<file path="config.mk">
export PLATFORM = sky130hd
export DESIGN_NAME = ber_tlv_header_parser_unit
export DESIGN_NICKNAME = d
export VERILOG_FILES = /design/src/hdl/btp_pkg.sv /design/src/hdl/ber_tlv_header_parser_unit.sv
export VERILOG_INCLUDE_DIRS = /design/src /design/src/hdl
export SDC_FILE = /design/constraint.sdc
export NUM_CORES = 1
export LEC_CHECK = 0
export BUFFER_PORTS_ARGS = -buffer_cell sky130_fd_sc_hd__buf_4
export CORE_MARGIN = 2
export CORE_UTILIZATION = 40
export DETAILED_ROUTE_END_ITERATION = 7
export HOLD_SLACK_MARGIN = 0.08
export PLACE_DENSITY = 0.7
export SLEW_MARGIN = 25
export SYNTH_ARGS = -nofsm -noshare
export SYNTH_HDL_FRONTEND = slang
export SYNTH_SLANG_ARGS = --single-unit
</file>
<file path="constraint.sdc">
create_clock -name clock -period 13.93 [get_ports clock]
set_input_delay 2.786 -clock clock [delete_from_list [all_inputs] [get_ports clock]]
set_output_delay 2.786 -clock clock [all_outputs]
set_load 0.005 [all_outputs]
</file>
<file path="src/hdl/ber_tlv_header_parser_unit_assert.svh">
// Assertion macros for the BER TLV header parser.
// Used by ber_tlv_header_parser_unit.sv; define ASSERT_OFF to compile them out.
`ifndef BER_TLV_HEADER_PARSER_UNIT_ASSERT_SVH
`define BER_TLV_HEADER_PARSER_UNIT_ASSERT_SVH
`ifndef ASSERT_OFF
`define BTP_ASSERT_IMPL(label, clk, rst, ante, cons, msg) \
   label: assert property (@(posedge clk) disable iff (rst) (ante) |-> (cons)) \
      else $error(msg);
`define BTP_ASSERT_NEXT(label, clk, rst, ante, cons, msg) \
   label: assert property (@(posedge clk) disable iff (rst) (ante) |=> (cons)) \
      else $error(msg);
`else
`define BTP_ASSERT_IMPL(label, clk, rst, ante, cons, msg)
`define BTP_ASSERT_NEXT(label, clk, rst, ante, cons, msg)
`endif
`endif

</file>
<file path="src/hdl/btp_pkg.sv">
// Package for the BER TLV header parser: parse phases, codes and field widths.
// No dependencies; used by ber_tlv_header_parser_unit.
package btp_pkg;

   localparam int MAX_LENGTH_BYTES = 4;
   localparam int VALUE_WIDTH      = 32;
   localparam int LENGTH_WIDTH     = 32;
   localparam int LBYTES_WIDTH     = 7;

   typedef enum logic [1:0] {
      PH_ID   = 2'd0,
      PH_LEN1 = 2'd1,
      PH_LENN = 2'd2,
      PH_BODY = 2'd3
   } phase_type;

   localparam logic [1:0] KIND_OTHER = 2'd0;
   localparam logic [1:0] KIND_BOOL  = 2'd1;
   localparam logic [1:0] KIND_INT   = 2'd2;

   localparam logic [1:0] ST_OK       = 2'd0;
   localparam logic [1:0] ST_LEN_OVER = 2'd1;
   localparam logic [1:0] ST_INT_OVER = 2'd2;

   localparam logic [4:0] TAG_BOOLEAN    = 5'd1;
   localparam logic [4:0] TAG_INTEGER    = 5'd2;
   localparam logic [4:0] TAG_ENUMERATED = 5'd10;

   function automatic logic [1:0] kind_of(input logic [4:0] tag);
      logic [1:0] kind;
      kind = KIND_OTHER;
      if (tag == TAG_BOOLEAN) begin
         kind = KIND_BOOL;
      end else if (tag == TAG_INTEGER || tag == TAG_ENUMERATED) begin
         kind = KIND_INT;
      end
      return kind;
   endfunction

endpackage

</file>
<file path="src/hdl/ber_tlv_header_parser_unit.sv">
// BER TLV header parser top level: byte-wide parser registers and a result register.
// Depends on btp_pkg and ber_tlv_header_parser_unit_assert.svh.

// Takes one BER byte per cycle on the req_ channel and returns one word on the
// rsp_ channel for each completed identifier/length/content triple. Every byte
// is handled in the cycle it is accepted: the parser registers update with a
// byte shift-in and the result, if any, lands in the output register, so the
// block sustains one byte per cycle while rsp_ready is high. req_ready drops
// only while a finished result is held and not taken. req_frame_start forces
// the byte to be read as a new identifier, dropping any partial TLV. Length
// fields over four bytes are consumed and flagged (status 1); integer content
// over four bytes keeps its low 32 bits and is flagged (status 2). The
// indefinite length form counts as length zero; the high-tag form is not decoded.
module ber_tlv_header_parser_unit (
   input  logic        clock,
   input  logic        reset,
   input  logic        req_valid,
   output logic        req_ready,
   input  logic [7:0]  req_data_byte,
   input  logic        req_frame_start,
   output logic        rsp_valid,
   input  logic        rsp_ready,
   output logic [1:0]  rsp_tag_class,
   output logic        rsp_constructed,
   output logic [4:0]  rsp_tag_number,
   output logic [31:0] rsp_content_length,
   output logic [1:0]  rsp_value_kind,
   output logic [31:0] rsp_int_value,
   output logic        rsp_bool_value,
   output logic [1:0]  rsp_status
);

   btp_pkg::phase_type                      phase_ff, phase_in;
   logic [7:0]                              ident_ff, ident_in;
   logic [btp_pkg::LBYTES_WIDTH-1:0]        lbytes_ff, lbytes_in;
   logic [btp_pkg::LENGTH_WIDTH-1:0]        length_ff, length_in;
   logic [btp_pkg::LENGTH_WIDTH-1:0]        content_ff, content_in;
   logic [btp_pkg::VALUE_WIDTH-1:0]         value_ff, value_in;
   logic                                    seen_ff, seen_in;
   logic                                    bool_ff, bool_in;
   logic [1:0]                              error_ff, error_in;

   logic                                    rsp_valid_ff;
   logic [7:0]                              out_ident_ff;
   logic [btp_pkg::LENGTH_WIDTH-1:0]        out_length_ff;
   logic [1:0]                              out_kind_ff;
   logic [31:0]                             out_int_ff;
   logic                                    out_bool_ff;
   logic [1:0]                              out_status_ff;

   logic                                    req_fire;
   logic                                    emit;
   logic [1:0]                              kind;
   logic [1:0]                              status;
   logic [btp_pkg::LBYTES_WIDTH-1:0]        lbytes_dec;

   assign req_ready  = !rsp_valid_ff || rsp_ready;
   assign req_fire   = req_valid && req_ready;
   assign lbytes_dec = lbytes_ff - btp_pkg::LBYTES_WIDTH'(1);

   always_comb begin
      phase_in   = phase_ff;
      ident_in   = ident_ff;
      lbytes_in  = lbytes_ff;
      length_in  = length_ff;
      content_in = content_ff;
      value_in   = value_ff;
      seen_in    = seen_ff;
      bool_in    = bool_ff;
      error_in   = error_ff;
      emit       = 1'b0;
      if (req_frame_start || phase_ff == btp_pkg::PH_ID) begin
         ident_in   = req_data_byte;
         lbytes_in  = '0;
         length_in  = '0;
         content_in = '0;
         value_in   = '0;
         seen_in    = 1'b0;
         bool_in    = 1'b0;
         error_in   = btp_pkg::ST_OK;
         phase_in   = btp_pkg::PH_LEN1;
      end else begin
         case (phase_ff)
            btp_pkg::PH_LEN1: begin
               if (!req_data_byte[7]) begin
                  length_in = btp_pkg::LENGTH_WIDTH'(req_data_byte);
                  if (req_data_byte == 8'd0) begin
                     emit = 1'b1;
                  end else begin
                     content_in = btp_pkg::LENGTH_WIDTH'(req_data_byte);
                     phase_in   = btp_pkg::PH_BODY;
                  end
               end else begin
                  lbytes_in = req_data_byte[6:0];
                  length_in = '0;
                  if (req_data_byte[6:0] > btp_pkg::LBYTES_WIDTH'(btp_pkg::MAX_LENGTH_BYTES)) begin
                     error_in = btp_pkg::ST_LEN_OVER;
                  end
                  if (req_data_byte[6:0] == '0) begin
                     emit = 1'b1;
                  end else begin
                     phase_in = btp_pkg::PH_LENN;
                  end
               end
            end
            btp_pkg::PH_LENN: begin
               length_in = {length_ff[btp_pkg::LENGTH_WIDTH-9:0], req_data_byte};
               lbytes_in = lbytes_dec;
               if (lbytes_dec == '0) begin
                  if (length_in == '0) begin
                     emit = 1'b1;
                  end else begin
                     content_in = length_in;
                     phase_in   = btp_pkg::PH_BODY;
                  end
               end
            end
            btp_pkg::PH_BODY: begin
               value_in   = {value_ff[btp_pkg::VALUE_WIDTH-9:0], req_data_byte};
               content_in = content_ff - btp_pkg::LENGTH_WIDTH'(1);
               if (!seen_ff) begin
                  seen_in = 1'b1;
                  bool_in = (req_data_byte != 8'd0);
               end
               if (content_in == '0) begin
                  emit = 1'b1;
               end
            end
            default: begin
               phase_in = btp_pkg::PH_ID;
            end
         endcase
      end
      if (emit) begin
         phase_in = btp_pkg::PH_ID;
      end
   end

   always_comb begin
      kind   = btp_pkg::kind_of(ident_ff[4:0]);
      status = error_in;
      if (kind == btp_pkg::KIND_INT && error_in == btp_pkg::ST_OK &&
          length_in > btp_pkg::LENGTH_WIDTH'(btp_pkg::VALUE_WIDTH / 8)) begin
         status = btp_pkg::ST_INT_OVER;
      end
   end

   always_ff @(posedge clock) begin
      if (reset) begin
         phase_ff   <= btp_pkg::PH_ID;
         ident_ff   <= '0;
         lbytes_ff  <= '0;
         length_ff  <= '0;
         content_ff <= '0;
         value_ff   <= '0;
         seen_ff    <= 1'b0;
         bool_ff    <= 1'b0;
         error_ff   <= btp_pkg::ST_OK;
      end else if (req_fire) begin
         phase_ff   <= phase_in;
         ident_ff   <= ident_in;
         lbytes_ff  <= lbytes_in;
         length_ff  <= length_in;
         content_ff <= content_in;
         value_ff   <= value_in;
         seen_ff    <= seen_in;
         bool_ff    <= bool_in;
         error_ff   <= error_in;
      end
   end

   always_ff @(posedge clock) begin
      if (reset) begin
         rsp_valid_ff <= 1'b0;
      end else if (req_fire && emit) begin
         rsp_valid_ff <= 1'b1;
      end else if (rsp_ready) begin
         rsp_valid_ff <= 1'b0;
      end
   end

   // hold the result word until taken; req_ready keeps a new one from landing early
   always_ff @(posedge clock) begin
      if (req_fire && emit) begin
         out_ident_ff  <= ident_ff;
         out_length_ff <= length_in;
         out_kind_ff   <= kind;
         out_int_ff    <= (kind == btp_pkg::KIND_INT) ? 32'(value_in) : 32'd0;
         out_bool_ff   <= (kind == btp_pkg::KIND_BOOL) ? bool_in : 1'b0;
         out_status_ff <= status;
      end
   end

   assign rsp_valid          = rsp_valid_ff;
   assign rsp_tag_class      = out_ident_ff[7:6];
   assign rsp_constructed    = out_ident_ff[5];
   assign rsp_tag_number     = out_ident_ff[4:0];
   assign rsp_content_length = out_length_ff;
   assign rsp_value_kind     = out_kind_ff;
   assign rsp_int_value      = out_int_ff;
   assign rsp_bool_value     = out_bool_ff;
   assign rsp_status         = out_status_ff;

`include "ber_tlv_header_parser_unit_assert.svh"

   `BTP_ASSERT_NEXT(a_frame_start_restarts, clock, reset, req_fire && req_frame_start, phase_ff == btp_pkg::PH_LEN1, "frame start did not restart the parse")
   `BTP_ASSERT_IMPL(a_int_zero_if_not_int, clock, reset, rsp_valid && rsp_value_kind != btp_pkg::KIND_INT, rsp_int_value == 32'd0, "integer value set on a non-integer tag")
   `BTP_ASSERT_IMPL(a_bool_zero_if_not_bool, clock, reset, rsp_valid && rsp_value_kind != btp_pkg::KIND_BOOL, !rsp_bool_value, "boolean set on a non-boolean tag")
   `BTP_ASSERT_IMPL(a_int_over_consistent, clock, reset, rsp_valid && rsp_status == btp_pkg::ST_INT_OVER, rsp_value_kind == btp_pkg::KIND_INT && rsp_content_length > 32'd4, "integer overflow flag without long integer")
   `BTP_ASSERT_NEXT(a_emit_returns_to_id, clock, reset, req_fire && emit, phase_ff == btp_pkg::PH_ID && rsp_valid, "result issued without returning to identifier phase")

endmodule
</file>
==> metrics.csv <==
metric,value,unit
Worst path slowest cell,nand2b_1,
"Reg clk slew, reported paths",0.07,ns
Die W,156,um
Post-synth EDFFs,77,
Layout area overhead,15.3,%
diode count,0,
status,"finished, final reports clean",
CTS tree,built,
Max Cap Violations,0,
final worst-path cycle share,43.6,%
GRT Overall Usage,19.7,%
max-slew violations,0,
Post-Synth XOR/XNOR Area,2.27,%
grt total ovfl,0,
area of the multi-input gates,4270,um2
GR Util met3,3.81,%
worst-skew pair later-pin latency,0.43,ns
Initial Util,40.8,%
RSZ-0062 raised after global routing,no,
M2 GR Usage,31.6,%
DP HPWL,15.0,mm
Worst-Margin Slew,1.00,ns
Comb pwr share,6.6,%
Top Usage Layer GRT,met2,
Worst Path Max Fanout,4,
met1 Usage GRT,27.4,%
class of the worst hold path,reg2reg,
WL/cell,17.6,um
clock sinks,195,
Setup TNS,0,ns
row cnt,55,
Max rail drop VDD,0.0655,mV
CP arrival,3.29,ns
initial antenna violation count,0,
total die area,24400,um2
register area share after synthesis,50.5,%
PwrDens,108,nW/um2
sequential cell area,4670,um2
Min Hold Slack,0.442,ns
final hold vios,0,
Final Non-Filler Cells,1350,
TritonCTS Buffers,17,
sw frac,23.6,%
Vias,7706,
first-pass GRT wire length,38.5,mm
vias in the first global route,7286,
Int Pwr,0.881,mW
Max Clock Skew,0.0110,ns
synthesized area,9260,um2
H-tree level count,4,
leakage power figure,3.48,nW
crit-path max cell delay,0.22,ns
crit end category,primary output,
compound-gate portion of the synthesized area,15.0,%
kind of critical path,in2out,
number of gates resized after CTS,0,
register bit total from synthesis,195,
clock network fraction of total power,41.9,%
Residual DRC,0,
clk root buf,clkbuf_16,
post-synthesis adder-cell area fraction,1.08,%
Die Span Y,156,um
Syn. warnings,0,
Syn Nets,1031,
main flop type after synthesis,dfxtp_1,
pin count of the biggest net entering global routing,82,
Avg Inst Size Synth,9.17,um2
Setup Buffers After CTS,0,
"Critical Path, Cell by Cell",buf_4 -> nand2b_1 -> buf_4,
crit path launch type,input pin,
DR pass1 iterations,5,
post-cts hold buffer count,0,
worst-case clock buffer depth,2,
Cells after Synth,1010,
Post-Synth Simple-Gate Area,22.2,%
fin crit period,6.07,ns
I/O pin total,92,
slew margin rel.,32.8,%
largest family of logic cells by synthesized area,simple AND/OR/NAND/NOR gates,
Netlist cell types,60,
Via density,5.71,
ys async rst share,0,%
Max Freq,0.165,GHz
Final #Nets,1073,
core outline area,22700,um2
Final Setup Violations,0,
port bufs,91,
sequential share of power,51.5,%
fraction of layout cells with a size suffix above 1,14.2,%
GPL Wtd Cong,0.868,
fraction of synthesized area in multiplexers,4.97,%
Placed Cells,1318,
total net switching power,0.273,mW
fill cell total of the finished layout,2136,
final setup margin,7.86,ns
Layout Utilization,47.0,%
Detailed Route WL,23.7,mm
crit-path most repeated cell,buf_4,
cell family contributing the most delay on the critical path,buffers and inverters,
pre-CTS worst setup slack,7.87,ns
Iter 0 DRT Violations,800,
WP buf/inv,2,
Antenna Nets Post-Route,0,
WP data required,11.14,ns
metal layers:
metal	vias to the layer above	share of wire (%)
met5	-	0
met4	0	0.98
met3	23	5.5
met2	229	48
met1	3749	46
li1	3705	-
through the flow:
stage               power, mW  cell area, um2
floorplan               0.661            9260
global placement        0.681           10100
detailed placement      0.682           10100
CTS                      1.16           10700
global route             1.19           10700
finish                   1.15           10700
state kept, by name (all words and copies together), names as in the netlist, 7 cells and up:
name,flops
value_ff,32
content_ff,32
rsp_int_value,32
rsp_content_length,32
ident_ff,8
length_ff,32
out_ident_ff,8
lbytes_ff,7
kinds of logic (layout without fill, tap and decap cells):
kind of cell    after synthesis  in the layout
flops                       195            195
buf+inv                      90            145
compound gates              225            225
fa+ha+maj                     8              8
xor+xnor                     24             24
mux                          46             46
simple gates                422            422
cell usage after synthesis (all sizes together), types with 10 or more instances:
cell type,instances,area (um2)
nand3,30,150
a21oi,109,546
nor4,19,131
nor3,22,120
nor2b,10,62.6
dfxtp,118,2360
xor2,17,149
nand4,11,75.1
clkbuf,56,213
a22oi,55,413
edfxtp,77,2310
nand2,122,458
nor2,118,443
or3,29,186
buf,21,101
mux2i,46,460
o21ai,22,110
nand2b,30,188
inv,12,45.0
final timing paths:
check                 from                endpoint  slack, ns  cells past startpoint
max              rsp_ready               req_ready       7.86                      3
min            ident_ff[5]         out_ident_ff[5]       0.44                      0
min reg2reg    ident_ff[5]         out_ident_ff[5]       0.44                      0
max reg2reg  content_ff[0]  rsp_content_length[17]       9.98                     10
cell usage in the layout (no fill, tap or decap), types with 19 or more instances in the layout:
cell type,netlist,routed
mux2i_1,46,46
a22oi_1,55,55
dfxtp_1,118,118
nand2_1,122,119
or3_1,28,28
o21ai_0,19,19
nand3_1,30,30
nor3_1,20,19
nor2_1,118,117
edfxtp_1,77,77
a21oi_1,109,109
nand2b_1,30,30
buf_4,0,101
power groups by stage:
stage / logic (mW) / registers [mW] / clock network [mW]
2_1_floorplan: 0.0554 / 0.606 / 0
3_3_place_gp: 0.0745 / 0.607 / 0
3_5_place_dp: 0.0750 / 0.607 / 0
4_1_cts: 0.0753 / 0.594 / 0.490
5_1_grt: 0.0836 / 0.594 / 0.514
6_report: 0.0765 / 0.594 / 0.483
cell type report:
type	count	share of cell area [%]
Sequential cell	195	43.8
Multi-Input combinational cell	725	40.0
Timing Repair Buffer	101	7.10
Clock buffer	22	4.16
Tap cell	285	3.34
Clock inverter	10	1.18
Inverter	12	0.422
Note: power is estimated with default switching activity, not from simulation.
